**config.mk**
```make
export PLATFORM = sky130hd
export DESIGN_NAME = sct_shade
export DESIGN_NICKNAME = d
export VERILOG_FILES = /design/src/rtl/sct_pkg.sv /design/src/rtl/sct_shade.sv
export SDC_FILE = /design/constraint.sdc
export NUM_CORES = 1
export LEC_CHECK = 0
export BUFFER_PORTS_ARGS = -buffer_cell sky130_fd_sc_hd__buf_2
export CORE_ASPECT_RATIO = 0.6
export CORE_MARGIN = 2
export CORE_UTILIZATION = 35
export CTS_CLUSTER_SIZE = 25
export DETAILED_ROUTE_END_ITERATION = 7
export SETUP_SLACK_MARGIN = 0.15
export SYNTH_ARGS = -nofsm -noshare
export SYNTH_HDL_FRONTEND = slang
export SYNTH_SLANG_ARGS = --single-unit
```
**constraint.sdc**
```tcl
create_clock -name i_clk -period 6.6 [get_ports i_clk]
set_clock_uncertainty 0.1 [all_clocks]
set_input_delay 0.66 -clock i_clk [delete_from_list [all_inputs] [get_ports i_clk]]
set_output_delay 0.66 -clock i_clk [all_outputs]
set_load 0.01 [all_outputs]
```
**src/rtl/sct_pkg.sv**
```systemverilog
// ----------------------------------------------------------------------------
// Spherical checker texture package
// Shared widths, the CORDIC angle table and the register index codes.
// ----------------------------------------------------------------------------
package sct_pkg;

    localparam int CordicStagesDefault = 16;
    localparam int CoordW = 32;
    localparam int AngW = 32;
    localparam int DatW = 36;
    localparam int UW = 16;
    localparam int VW = 17;
    localparam int ChkW = 16;
    localparam int ColW = 24;
    localparam int CfgIdxW = 2;
    localparam logic signed [31:0] GainQ30 = 32'sd1768195363;

    typedef enum logic [CfgIdxW-1:0] {
        REG_CHECKS_U    = 2'd0,
        REG_CHECKS_V    = 2'd1,
        REG_COLOUR_EVEN = 2'd2,
        REG_COLOUR_ODD  = 2'd3
    } t_reg_idx;

    function automatic logic [AngW-1:0] atan_turn(input int i);
        logic [AngW-1:0] t;
        begin
            unique case (i)
                0: t = 32'h20000000;  1: t = 32'h12E4051E;
                2: t = 32'h09FB385B;  3: t = 32'h051111D4;
                4: t = 32'h028B0D43;  5: t = 32'h0145D7E1;
                6: t = 32'h00A2F61E;  7: t = 32'h00517C55;
                8: t = 32'h0028BE53;  9: t = 32'h00145F2F;
                10: t = 32'h000A2F98; 11: t = 32'h000517CC;
                12: t = 32'h00028BE6; 13: t = 32'h000145F3;
                14: t = 32'h0000A2FA; 15: t = 32'h0000517D;
                16: t = 32'h000028BE; 17: t = 32'h0000145F;
                18: t = 32'h00000A30; 19: t = 32'h00000518;
                20: t = 32'h0000028C; 21: t = 32'h00000146;
                22: t = 32'h000000A3; 23: t = 32'h00000051;
                24: t = 32'h00000029; 25: t = 32'h00000014;
                26: t = 32'h0000000A; 27: t = 32'h00000005;
                28: t = 32'h00000003; 29: t = 32'h00000001;
                30: t = 32'h00000001;
                default: t = 32'h00000000;
            endcase
            return t;
        end
    endfunction

endpackage

```
**src/rtl/sct_shade.sv**
```systemverilog
// ----------------------------------------------------------------------------
// Checker shading stages
// Turns the two angles into texture coordinates, check parity and colour.
// ----------------------------------------------------------------------------
module sct_shade (
    input  logic                         i_clk,
    input  logic                         i_rst_n,
    input  logic                         i_en,
    input  logic                         i_valid,
    input  logic [sct_pkg::AngW-1:0]     i_theta,
    input  logic [sct_pkg::AngW-1:0]     i_phi,
    input  logic [sct_pkg::ChkW-1:0]     i_checks_u,
    input  logic [sct_pkg::ChkW-1:0]     i_checks_v,
    input  logic [sct_pkg::ColW-1:0]     i_col_even,
    input  logic [sct_pkg::ColW-1:0]     i_col_odd,
    output logic                         o_valid,
    output logic [sct_pkg::UW-1:0]       o_u,
    output logic [sct_pkg::VW-1:0]       o_v,
    output logic                         o_odd,
    output logic [sct_pkg::ColW-1:0]     o_col
);
    logic [31:0] phic, uturn, vturn;
    logic        r_v1, r_v2;
    logic [15:0] r_u1, r_u2;
    logic [16:0] r_tv1, r_tv2;
    logic [32:0] r_pu, r_pv;

    always_comb begin
        if (i_phi >= 32'hC0000000) begin
            phic = '0;
        end else if (i_phi > 32'h80000000) begin
            phic = 32'h80000000;
        end else begin
            phic = i_phi;
        end
        uturn = 32'h80000000 - i_theta;
        vturn = 32'h80000000 - phic;
    end

    always_ff @(posedge i_clk) begin
        if (!i_rst_n) begin
            r_v1 <= 1'b0;
            r_v2 <= 1'b0;
        end else if (i_en) begin
            r_v1 <= i_valid;
            r_v2 <= r_v1;
        end
        if (i_en) begin
            r_u1  <= uturn[31:16];
            r_tv1 <= vturn[31:15];
            r_u2  <= r_u1;
            r_tv2 <= r_tv1;
            r_pu  <= 33'(r_u1 * i_checks_u);
            r_pv  <= 33'(r_tv1 * i_checks_v);
        end
    end

    assign o_valid = r_v2;
    assign o_u     = r_u2;
    assign o_v     = r_tv2;
    assign o_odd   = r_pu[24] ^ r_pv[24];
    assign o_col   = o_odd ? i_col_odd : i_col_even;
endmodule

```
# After elaboration in Yosys (flattened, before gate mapping)
# Index checks and enable logic that the tools add are counted.
[totals] regBits=118 input_bits=148 output_inout_bits=59 elab_cells=18
[classes] n_addsub=2 mul=2 n_lt_le_gt_ge=2 n_mux=3 bitwise_logic=1
[ops] operator="$mux 32" n=2
[ops] operator="$sub 32x32->32 const A" n=2
[ops] operator="$ge 32x32->1 const B" n=1
[ops] operator="$gt 32x32->1 const B" n=1
[ops] operator="$mul 16x16->25" n=1
[ops] operator="$mul 17x16->25" n=1
[ops] operator="$mux 24" n=1
[ops] operator="$xor 1x1->1" n=1

# Depth between registers and ports, before layout
[depth] ltp_word=4 ltp_mapped=21 depth_no_buf=20

# Worst setup path before layout
# OpenSTA, ideal clock, no wires.
[synth_timing] path_type="input to register" from="input i_checks_v[7] (netlist bit)" to="register r_pv[24], data pin" setup_time_ns=0.271 arrival_time_ns=5.748 required_time_ns=6.229 slack_ns=0.481 cell_stages=19 n_path_buf=2 path_cell_list="clkbuf_1 > clkbuf_1 > nand2_1 > fa_1 > inv_1 > fa_1 > fa_1 > fa_1 > fa_1 > inv_1 > fa_1 > inv_1 > ha_1 > a21o_1 > a21o_1 > a211oi_1 > o21ai_0 > a2111oi_0 > xnor2_1"
[synth_between] elab_chain_cells=1
[synth_lines] item="start: declaration" line_no="sct_shade.sv:13" text="input logic [sct_pkg::ChkW-1:0] i_checks_v,"
[synth_lines] item="$mul 17x16->25" line_no="sct_shade.sv:54" text="r_pv <= 33'(r_tv1 * i_checks_v);"
[synth_lines] item="end signal: assignment" line_no="sct_shade.sv:54"
[synth_lines] item="end: declaration" line_no="sct_shade.sv:26" text="logic [32:0] r_pu, r_pv;"
# Every way passes these cells.
# A chain may end at the register's enable or synchronous reset.

# Worst setup path in the final report
[layout_timing] from="register r_u1[4]" to="register r_pu[24], data pin"
[layout_between] elab_chain_cells=1
[layout_lines] item="start: declaration" line_no="sct_shade.sv:24" text="logic [15:0] r_u1, r_u2;"
[layout_lines] item="start signal: assignment" line_no="sct_shade.sv:49" text="r_u1 <= uturn[31:16];"
[layout_lines] item="$mul 16x16->25" line_no="sct_shade.sv:53" text="r_pu <= 33'(r_u1 * i_checks_u);"
[layout_lines] item="end signal: assignment" line_no="sct_shade.sv:53"
[layout_lines] item="end: declaration" line_no="sct_shade.sv:26"
# Every way passes these cells.

==> insert_results.sql <==
INSERT INTO impl_metrics (metric_group, metric, value, unit) VALUES
('outcome', 'outcome', 'finished clean', ''),
('detailed_routing', 'route.vias.total', '12230', ''),
('sta', 'tightestPinTransition', '1057', 'ps'),
('pwr', 'portion_of_total_power_attributed_to_combinational_logic', '0.851', ''),
('detailed_routing', 'antenna_left', '0', ''),
('place', 'gpl.final_weighted_congestion', '0.8379', ''),
('setup_path', 'worst_ep_required_time', '6600', 'ps'),
('floorplanning', 'io-pin-count', '207', ''),
('cts', 'worstSkewPairLatency', '370', 'ps'),
('cts', 'ctsHoldBuffers', '0', ''),
('detailed_routing', 'first_iter_violations', '766', ''),
('setup_path', 'timing.setup.critical_path_class', 'flip-flop to flip-flop', ''),
('sta', 'layout_min_cycle_time', '6197', 'ps'),
('pwr', 'netSwitchingFraction', '0.5160', ''),
('yosys', 'portion_of_the_post_synthesis_area_used_by_sequential_elements', '0.1249', ''),
('sta', 'fin_crit_sh', '0.9390', ''),
('sta', 'setup_repair_after_global_routing_missed_its_margin', 'false', ''),
('yosys', 'yosysWarningCount', '0', ''),
('detailed_routing', 'avgRoutedWirePerCell', '17.69', 'um'),
('sta', 'achievable-frequency', '161.4', 'MHz'),
('detailed_routing', 'drc_errors', '0', ''),
('detailed_routing', 'wirelength', '45.47', 'mm'),
('place', 'io_buffer_count', '206', ''),
('min_path', 'hold_path.class', 'input pin to flip-flop', ''),
('cells_and_area', 'syn2layout_area_growth', '13.68', '%'),
('sta', 'timing.final.hold_violations', '0', ''),
('place', 'place_hpwl', '38.19', 'mm'),
('pwr', 'power.static_leakage', '9.278', 'nW'),
('global_route', 'wire_length_of_the_first_global_routing_pass', '74.17', 'mm'),
('setup_path', 'crit_path_max_incr_delay', '740', 'ps'),
('pwr', 'internal-power', '0.004006', 'W'),
('floorplanning', 'die_outline_area', '49460', 'um2'),
('setup_path', 'critPathSlowestCell', 'sky130_fd_sc_hd__edfxtp_1', ''),
('detailed_routing', 'wl_met3', '3.155', 'mm'),
('yosys', 'post_synth_num_cell_types', '51', ''),
('place', 'pre_cts_slack', '223.5', 'ps'),
('yosys', 'synth_top_flop_cell', 'sky130_fd_sc_hd__edfxtp_1', ''),
('cts', 'cts.path.max_buffers', '2', ''),
('global_route', 'grt_use_total', '0.1934', ''),
('setup_path', 'critPathCaptureType', 'flip-flop', ''),
('yosys', 'synth_cells', '1743', ''),
('run', 'max_cap_violations', '0', ''),
('detailed_routing', 'detail_route.wirelength.met1', '21.30', 'mm'),
('floorplanning', 'floorplan.rows', '61', ''),
('setup_path', 'crit_path_cell_trace', 'and2_1 > fa_1 > inv_1 > fa_1 > inv_1 > fa_1 > fa_1 > fa_1 > inv_1 > fa_1 > inv_1 > ha_1 > o21ai_0 > a2111oi_1 > a211oi_1 > xnor2_1', ''),
('detailed_routing', 'drt_pre_antenna_iters', '7', ''),
('detailed_routing', 'route.detailed.vias_per_inst', '4.758', ''),
('detailed_routing', 'top_layer_used', 'met5', ''),
('yosys', 'synth.ff_latch_count', '70', ''),
('global_route', 'largest_net_degree_at_the_start_of_global_routing', '71', ''),
('sta', 'timing.max_slew.rel_slack', '0.2952', ''),
('cts', 'cts.reportedPaths.clkPinSlew', '70', 'ps'),
('setup_path', 'timing.critical_path.fanout_max', '17', ''),
('floorplanning', 'floorplan.core_area', '46630', 'um2'),
('setup_path', 'crit_top_cell', 'sky130_fd_sc_hd__fa_1', ''),
('setup_path', 'worst_ep_arrival_time', '6200', 'ps'),
('detailed_routing', 'detailroute.wirelength.met2', '20.26', 'mm'),
('yosys', 'synth_area_per_cell', '9.567', 'um2'),
('pwr', 'pwr-share-clk', '0.073', ''),
('global_route', 'grt_pass1_vias', '13240', ''),
('yosys', 'synth_area', '16670', 'um2'),
('sta', 'timing.final.setup_violations', '0', ''),
('yosys', 'asyncSetResetFlopFracSynth', '0', ''),
('cells_and_area', 'final_util', '0.4065', ''),
('pwr', 'irDropWorstVdd', '0.4058', 'mV'),
('global_route', 'overflow', '0', ''),
('cts', 'cts.root.buffer_cell', 'sky130_fd_sc_hd__clkbuf_16', ''),
('cells_and_area', 'share_of_final_layout_standard_cells_stronger_than_drive_strength_1', '0.1558', ''),
('cts', 'cts_num_sinks', '70', ''),
('yosys', 'synth-edff-count', '68', ''),
('setup_path', 'cpLargestDelayFamily', 'adder cells', '');
## cells in the mapped netlist (4+ instances only)
| master | number | area share |
|---|---|---|
| sky130_fd_sc_hd__nor3_1 | 9 | 0.0027 |
| sky130_fd_sc_hd__clkbuf_1 | 70 | 0.016 |
| sky130_fd_sc_hd__xor2_1 | 14 | 0.0074 |
| sky130_fd_sc_hd__edfxtp_1 | 68 | 0.12 |
| sky130_fd_sc_hd__nand2_1 | 271 | 0.061 |
| sky130_fd_sc_hd__nand4_1 | 8 | 0.0030 |
| sky130_fd_sc_hd__ha_1 | 136 | 0.10 |
| sky130_fd_sc_hd__nor4_1 | 9 | 0.0034 |
| sky130_fd_sc_hd__inv_1 | 410 | 0.092 |
| sky130_fd_sc_hd__fa_1 | 355 | 0.43 |
| sky130_fd_sc_hd__xnor2_1 | 40 | 0.021 |
| sky130_fd_sc_hd__nor2_1 | 29 | 0.0065 |
| sky130_fd_sc_hd__nor2b_1 | 7 | 0.0026 |
| sky130_fd_sc_hd__a21oi_1 | 10 | 0.0030 |
| sky130_fd_sc_hd__mux2_2 | 24 | 0.016 |
| sky130_fd_sc_hd__and2_1 | 216 | 0.081 |
| sky130_fd_sc_hd__o21ai_0 | 13 | 0.0039 |
| sky130_fd_sc_hd__a21o_1 | 4 | 0.0018 |
## metrics by stage
step / power (W) / area (um2) / hold WS [ps] / std cells
6_report: 0.008277 / 18960 / 419.7 / 2571
5_1_grt: 0.009517 / 18960 / 430.5 / 2571
4_1_cts: 0.008337 / 18790 / 406.9 / 2551
3_5_place_dp: 0.007646 / 18440 / 419.5 / 2535
3_3_place_gp: 0.007541 / 18440 / 394.7 / 2535
2_1_floorplan: 0.005553 / 16670 / 324.4 / 1743
## placed cells by master (no fill, tap or decap), types with 10 or more instances in the layout
| master | count |
|---|---|
| sky130_fd_sc_hd__nor2_1 | 29 |
| sky130_fd_sc_hd__mux2_2 | 24 |
| sky130_fd_sc_hd__and2_1 | 216 |
| sky130_fd_sc_hd__inv_1 | 410 |
| sky130_fd_sc_hd__o21ai_0 | 13 |
| sky130_fd_sc_hd__buf_2 | 205 |
| sky130_fd_sc_hd__buf_4 | 44 |
| sky130_fd_sc_hd__xor2_1 | 14 |
| sky130_fd_sc_hd__ha_1 | 136 |
| sky130_fd_sc_hd__edfxtp_1 | 68 |
| sky130_fd_sc_hd__fa_1 | 355 |
| sky130_fd_sc_hd__a21oi_1 | 10 |
| sky130_fd_sc_hd__nand2_1 | 271 |
| sky130_fd_sc_hd__xnor2_1 | 39 |
## sequential cells by signal (all words and copies together) (netlist names)
register,flops
r_v1,1
o_v,17
r_tv1,17
o_valid,1
r_pu,1
r_pv,1
r_u1,16
o_u,16
## power by group through the flow
stage	registers (W)	logic [W]	clock network [W]
5_1_grt	0.000637	0.00825	0.000631
3_5_place_dp	0.000655	0.00699	0
3_3_place_gp	0.000656	0.00689	0
4_1_cts	0.000646	0.00707	0.000622
6_report	0.000633	0.00704	0.000601
2_1_floorplan	0.000601	0.00495	0
## cell families (layout without fill, tap and decap cells)
group / after synthesis / in the layout / share of synthesized area
multiplexers: 26 / 26 / 0.01741
XOR/XNOR: 54 / 54 / 0.02836
flip-flops: 70 / 70 / 0.1249
other: 0 / 2 / 0
buffers and inverters: 481 / 677 / 0.1083
AO/OA/AOI/OAI: 49 / 49 / 0.02003
AND/OR/NAND/NOR: 572 / 572 / 0.1728
adder cells (fa/ha/maj): 491 / 491 / 0.5283
## worst paths after layout
| kind | startpoint | to | slack (ps) | depth (start not counted) |
|---|---|---|---|---|
| worst min-delay path | i_rst_n | r_v1$_SDFFE_PN0P_ | 420 | 2 |
| worst max-delay path | r_u1[4]$_DFFE_PP_ | r_pu[24]$_DFFE_PP_ | 400 | 16 |
| worst min register to register | o_valid$_SDFFE_PN0P_ | o_valid$_SDFFE_PN0P_ | 430 | 2 |
| worst max register to register | r_u1[4]$_DFFE_PP_ | r_pu[24]$_DFFE_PP_ | 400 | 16 |
## cell type report
cell class	instances	area (um2)
diodes	2	5.005
clock buffers	9	225.2
clock inverters	7	121.4
fillers	4575	27680
inverters	410	1539
multi-input cells	1192	12800
flip-flops and latches	70	2082
well taps	630	788.3
repair buffers	251	1396
## layer usage
layer | track usage | vias up
met5 | 0 | -
met4 | 0.04450 | 2
met3 | 0.03483 | 46
met2 | 0.2944 | 415
met1 | 0.2858 | 6243
li1 | - | 5527
## timing repair
action	CTS	global route
gates resized for setup	0	3
buffers inserted	0	18
endpoints found under the setup margin	0	2
No activity file was read; power rests on OpenSTA's default activity.
